[config.mk]
export PLATFORM = sky130hd
export DESIGN_NAME = rfg_ctrl
export DESIGN_NICKNAME = d
export VERILOG_FILES = /design/src/rtl/core/rfg_pkg.sv /design/src/rtl/core/rfg_ctrl.sv
export SDC_FILE = /design/constraint.sdc
export NUM_CORES = 1
export LEC_CHECK = 0
export BUFFER_PORTS_ARGS = -buffer_cell sky130_fd_sc_hd__buf_4
export CORE_AREA = 2 2 39 41
export DETAILED_ROUTE_END_ITERATION = 16
export DIE_AREA = 0 0 41 43
export GPL_ROUTABILITY_DRIVEN = 0
export SLEW_MARGIN = 20
export SYNTH_ARGS = -nofsm -noshare
export SYNTH_HDL_FRONTEND = slang
export SYNTH_SLANG_ARGS = --single-unit
[constraint.sdc]
create_clock -name clk -period 1.35 [get_ports clk]
set_clock_uncertainty 0.05 [all_clocks]
set_input_delay 0.27 -clock clk [delete_from_list [all_inputs] [get_ports clk]]
set_output_delay 0.27 -clock clk [all_outputs]
set_load 0.005 [all_outputs]
[src/rtl/core/rfg_pkg.sv]
// Package for the ranging frame gatherer: frame layout constants, default sizes,
// transfer payload types, status codes, controller states and control structs.
// No dependencies.
package rfg_pkg;

    // Default store sizes
    localparam int DEF_NUM_TAGS    = 200;
    localparam int DEF_NUM_SLOTS   = 8;
    localparam int DEF_NUM_ANCHORS = 4;

    // Field moduli
    localparam logic [7:0] ANCHOR_MOD = 8'd250;
    localparam logic [8:0] TAG_MOD    = 9'd200;
    localparam logic [8:0] TAG_MOD2   = 9'd400;

    // Byte positions within a frame
    localparam logic [7:0] POS_ANCHOR     = 8'd23;
    localparam logic [7:0] POS_TAG_FIRST  = 8'd24;
    localparam logic [7:0] POS_TAG_LAST   = 8'd27;
    localparam logic [7:0] POS_DIST_FIRST = 8'd28;
    localparam logic [7:0] POS_DIST_LAST  = 8'd31;
    localparam logic [7:0] POS_BATCH      = 8'd33;
    localparam logic [7:0] MIN_LENGTH     = 8'd34;
    localparam logic [7:0] POS_SAT        = 8'd255;

    // Result status codes
    typedef enum logic [1:0] {
        STAT_BAD_CHECKSUM = 2'd0,
        STAT_DROPPED      = 2'd1,
        STAT_STORED       = 2'd2,
        STAT_COMPLETE     = 2'd3
    } rfg_status_t;

    // Input transfer payload
    typedef struct packed {
        logic [7:0] data_byte;
        logic       frame_end;
    } rfg_in_t;

    // Result transfer payload
    typedef struct packed {
        rfg_status_t status;
        logic [7:0]  tag_number;
        logic [7:0]  batch_number;
        logic [31:0] distance_one;
        logic [31:0] distance_two;
        logic [31:0] distance_three;
        logic [31:0] distance_four;
    } rfg_out_t;

    // Controller states
    typedef enum logic [2:0] {
        S_CLEAR,
        S_COLLECT,
        S_EVAL,
        S_READ,
        S_UPDATE
    } rfg_state_t;

    // Controller to datapath commands
    typedef struct packed {
        logic byte_take;
        logic frame_clear;
        logic clr_step;
        logic row_load;
        logic store;
        logic out_load_drop;
    } rfg_cmd_t;

    // Datapath to controller status
    typedef struct packed {
        logic clr_done;
        logic frame_bad;
        logic out_free;
    } rfg_sts_t;

endpackage

[src/rtl/core/rfg_ctrl.sv]
// Controller for the ranging frame gatherer: clearing pass, byte intake,
// end-of-frame decision and slot update sequencing.
// Depends on rfg_pkg.
module rfg_ctrl (
    input  logic              clk,
    input  logic              rst_n,
    input  logic              byte_valid,
    input  logic              frame_end,
    output logic              byte_stall,
    input  rfg_pkg::rfg_sts_t sts,
    output rfg_pkg::rfg_cmd_t cmd
);
    import rfg_pkg::*;

    rfg_state_t state_reg;
    rfg_state_t state_next;

    // State register
    always_ff @(posedge clk or negedge rst_n)
    begin
        if (!rst_n)
        begin
            state_reg <= S_CLEAR;
        end
        else
        begin
            state_reg <= state_next;
        end
    end

    // Next state and commands
    always_comb
    begin
        state_next = state_reg;
        cmd        = '0;
        byte_stall = 1'b1;
        case (state_reg)
            S_CLEAR:
            begin
                cmd.clr_step = 1'b1;
                if (sts.clr_done)
                begin
                    state_next = S_COLLECT;
                end
            end
            S_COLLECT:
            begin
                byte_stall    = 1'b0;
                cmd.byte_take = byte_valid;
                if (byte_valid && frame_end)
                begin
                    state_next = S_EVAL;
                end
            end
            S_EVAL:
            begin
                // wait for the result register to drain
                if (sts.out_free)
                begin
                    if (sts.frame_bad)
                    begin
                        cmd.out_load_drop = 1'b1;
                        cmd.frame_clear   = 1'b1;
                        state_next        = S_COLLECT;
                    end
                    else
                    begin
                        cmd.row_load = 1'b1;
                        state_next   = S_READ;
                    end
                end
            end
            S_READ:
            begin
                state_next = S_UPDATE;
            end
            S_UPDATE:
            begin
                cmd.store       = 1'b1;
                cmd.frame_clear = 1'b1;
                state_next      = S_COLLECT;
            end
            default:
            begin
                state_next = S_CLEAR;
            end
        endcase
    end

endmodule

Word level (Yosys, flattened, before mapping)
Index checks and enable logic that the tools add are counted.
{"block": "word_totals", "reg_bits": 3, "word_cells": 27, "out_inout_bits": 7, "in_bits": 7}
{"block": "classes", "n_reduce_logical": 3, "n_eq_ne": 7, "mux": 16}
{"operator": "3-bit one-hot mux with 5 select lines", "n": 1}
{"operator": "1-bit two-way mux", "n": 10}
{"operator": "3-bit two-way mux", "n": 3}
{"operator": "3-bit by 2-bit == test with 1-bit output (second input constant)", "n": 2}
{"operator": "2-bit != test (second input constant)", "n": 3}
{"operator": "3-bit by 1-bit == test with 1-bit output (second input constant)", "n": 1}
{"operator": "3-bit == test (second input constant)", "n": 1}
{"operator": "3-bit zero test", "n": 1}
{"operator": "3-bit AND reduction", "n": 1}
{"operator": "2-bit two-way mux", "n": 1}
{"operator": "1-bit one-hot mux with 2 select lines", "n": 1}
{"operator": "1-bit logical AND", "n": 1}

Logic depth before layout (Yosys ltp)
{"block": "depth", "word_depth": 3, "ltp_mapped": 3, "ltp_nobuf": 3}

Worst setup path before layout
No wires, ideal clock.
{"block": "synth_path", "kind": "reg2out", "start": "reg state_reg[0]", "end": "out cmd[0] (netlist name)", "setup_slack_ps": 210, "required_time_ps": 1030, "stages_incl_launch_ff": 4, "arrival_ps": 820, "path_buffers": 0, "path_cell_list": "dfrtp_1 > nor2_2 > and3_1 > and2_1"}
{"item": "start, declared", "line_no": "rfg_ctrl.sv:15", "source": "rfg_state_t state_reg;"}
{"item": "start signal, assigned", "line_no": "rfg_ctrl.sv:27", "source": "state_reg <= state_next;"}
{"item": "end, declared", "line_no": "rfg_ctrl.sv:11", "source": "output rfg_pkg::rfg_cmd_t cmd"}

==> reports/metrics.cfg <==
[yosys]
synthTopCellsByArea=dfrtp_1 (38%), and2_1 (9.6%), nor3b_2 (6.4%), nand2_1 (5.7%), a21oi_1 (5.1%)
synth-seq-cells=3
ys_types=15
avgSynthCellArea_um2=8.18
ys_top_cells_by_count=and2_1 (3), dfrtp_1 (3), nand2_1 (3)
yosysTopAreaCell=dfrtp_1
synthArstFlopShare_pct=100
netlist_area_um2=196
ys_seq_area_share_pct=38.2
syn-instance-count=24
synth.top_cell.area_share_pct=38.2
ys_warn_count=0
synth_edf_count=0
synth_nets=31
ys.flop_type=dfrtp_1

[setup_path]
cp_num_buf_inv=1
crit_fanout=6
crit_path_start_kind=register
crit_family=flip-flops
worstPathRequired_ns=1.03
critPathLaunch=state_reg[2]
critPathKind=reg -> out
cp_cell_sequence=nor2_4 > and3_4 > and2_1 > buf_4
cp-end-kind=output pin
worstPathArrival_ns=1.20
reg2reg_from=state_reg[0]
critPathMaxStageDelay_ns=0.46
worst_path_max_delay_cell=dfrtp_2

[outcome]
violations=negative setup slack
outcome=complete, but fails checks

[floorplanning]
core_um2=1380
fp.dieH_um=43
start_util_pct=14.2
fp-row-count=14
die_area_um2=1760
num_io_pins=14
die_width_um=41

[grt]
antenna_found_initial=0
grt_pass1_wl_um=1010
grt_pass1_vias=254
grt_overflow=0
track_usage_pct=9.25
grt_start_max_net_pins=8

[clocking]
root_buffer=clkbuf_4
tritoncts=built
insertion_delay_ns=0.24
htree_levels=1
clkTransAtPathRegs_ns=0.04
clock_path_buffers=2
cts_buffers=3
clock_sinks=3

[sta]
relSlewSlack_pct=88.6
fin_setup_tns_ns=-0.782
hold_slack_ns=0.247
slew_violations=0
rsz0062_at_grt=yes
fmax_ghz=0.659
finalCritPeriodShare_pct=112
worst_slew_pin_slew_ns=0.170
min_period_ns=1.52
setup_slack_ns=-0.168
hold_viol_final=0
setup-violations-final=7

[route]
via_count=245
via_per_inst=3.89
first_pass_iters=4
drc=0
antenna_left=0
drtIter0Drc=4
wl_per_cell_um=9.87
wl_um=622

[layout]
antenna_cells=0
area_growth_pct=110
largest_reg_flops=3
drive_above_1_share_pct=57.4
design_area_um2=412
finalNetCount=55

[flow_run]
max-cap-violations=0

[placement]
hpwl_um=386
portBuffers=13
placed_area_um2=314
pre_cts_ws_ns=0.0451

[power_and_ir_drop]
vdd_drop_max_mv=0.662
p_leak_nw=0.210
power-per-cell-area_nw_per_um2=1960

[min_path]
hold_class=in -> reg
min-delay-start=sts[2]

==> per-layer routing <==
metal | track usage (%) | routed length [um] | vias up
met5 | 0 | 0 | -
met4 | 10.0 | 17 | 0
met3 | 3.14 | 52 | 2
met2 | 12.8 | 315 | 11
met1 | 9.68 | 236 | 104
li1 | - | - | 128
==> cells by family (layout without fill, tap and decap cells) <==
family	Yosys count	count (layout)	share of synthesized area, %
simple gates	16	16	48.4
flops	3	3	38.2
compound gates	4	4	11.5
buf+inv	1	24	1.91
==> cells in the final DEF (no fill, tap or decap) <==
| cell type | instances |
|---|---|
| a21o_1 | 1 |
| a21oi_1 | 2 |
| and2_1 | 3 |
| and3_4 | 1 |
| and3b_1 | 1 |
| buf_4 | 17 |
| buf_6 | 1 |
| clkbuf_1 | 1 |
| clkbuf_4 | 3 |
| dfrtp_2 | 3 |
| dlygate4sd3_1 | 1 |
| inv_1 | 1 |
| nand2_1 | 3 |
| nand3_1 | 2 |
| nand4b_1 | 1 |
| nor2_1 | 2 |
| nor2_4 | 1 |
| nor3_1 | 1 |
| nor3b_4 | 1 |
| o21ai_0 | 1 |
==> stage by stage <==
step                power [mW]  util (%)  instances
floorplan                0.320         -         24
global placement         0.464      22.7         53
detailed placement       0.470      22.7         53
CTS                      0.759      28.6         63
global route             0.872      29.7         63
finish                   0.805      29.7         63
==> power breakdown <==
group / internal (mW) / switching, mW / leakage, nW
logic: 0.288 / 0.147 / 0.160
clock network: 0.111 / 0.0544 / 0.0150
registers: 0.131 / 0.0736 / 0.0348
total: 0.530 / 0.275 / 0.210
==> final timing paths <==
check                      slack, ns  cells past startpoint           end
min in group asynchronous       0.30                      2  state_reg[2]
max in group asynchronous       0.84                      2  state_reg[1]
min reg2reg                     0.51                      1  state_reg[1]
max reg2reg                     0.29                      4  state_reg[1]
min                             0.25                      3  state_reg[0]
max                            -0.17                      4        cmd[0]
==> timing repair <==
| item | 4_1_cts | 5_1_grt |
|---|---|---|
| pin swaps | 2 | 2 |
| hold buffers | 1 | 0 |
| resized for setup | 4 | 3 |
| setup buffers | 5 | 0 |
| endpoints found under the hold margin | 3 | 0 |
| endpoints found under the setup margin | 7 | 7 |
==> layout make-up <==
class | instances | area, um2
fill | 165 | 972
timing repair buffer | 19 | 149
multi-input combinational | 20 | 134
sequential | 3 | 78.8
clock buffer | 4 | 26.3
tap | 16 | 20.0
inverter | 1 | 3.75
==> tightest hold or removal path: cells and delay by family <==
family,cells,cell delay (ns)
AOI/OAI and AO/OA,1,0.07
buffers and inverters,1,0.07
and+or+nand+nor,1,0.08
No activity file was read; power rests on OpenSTA's default activity.
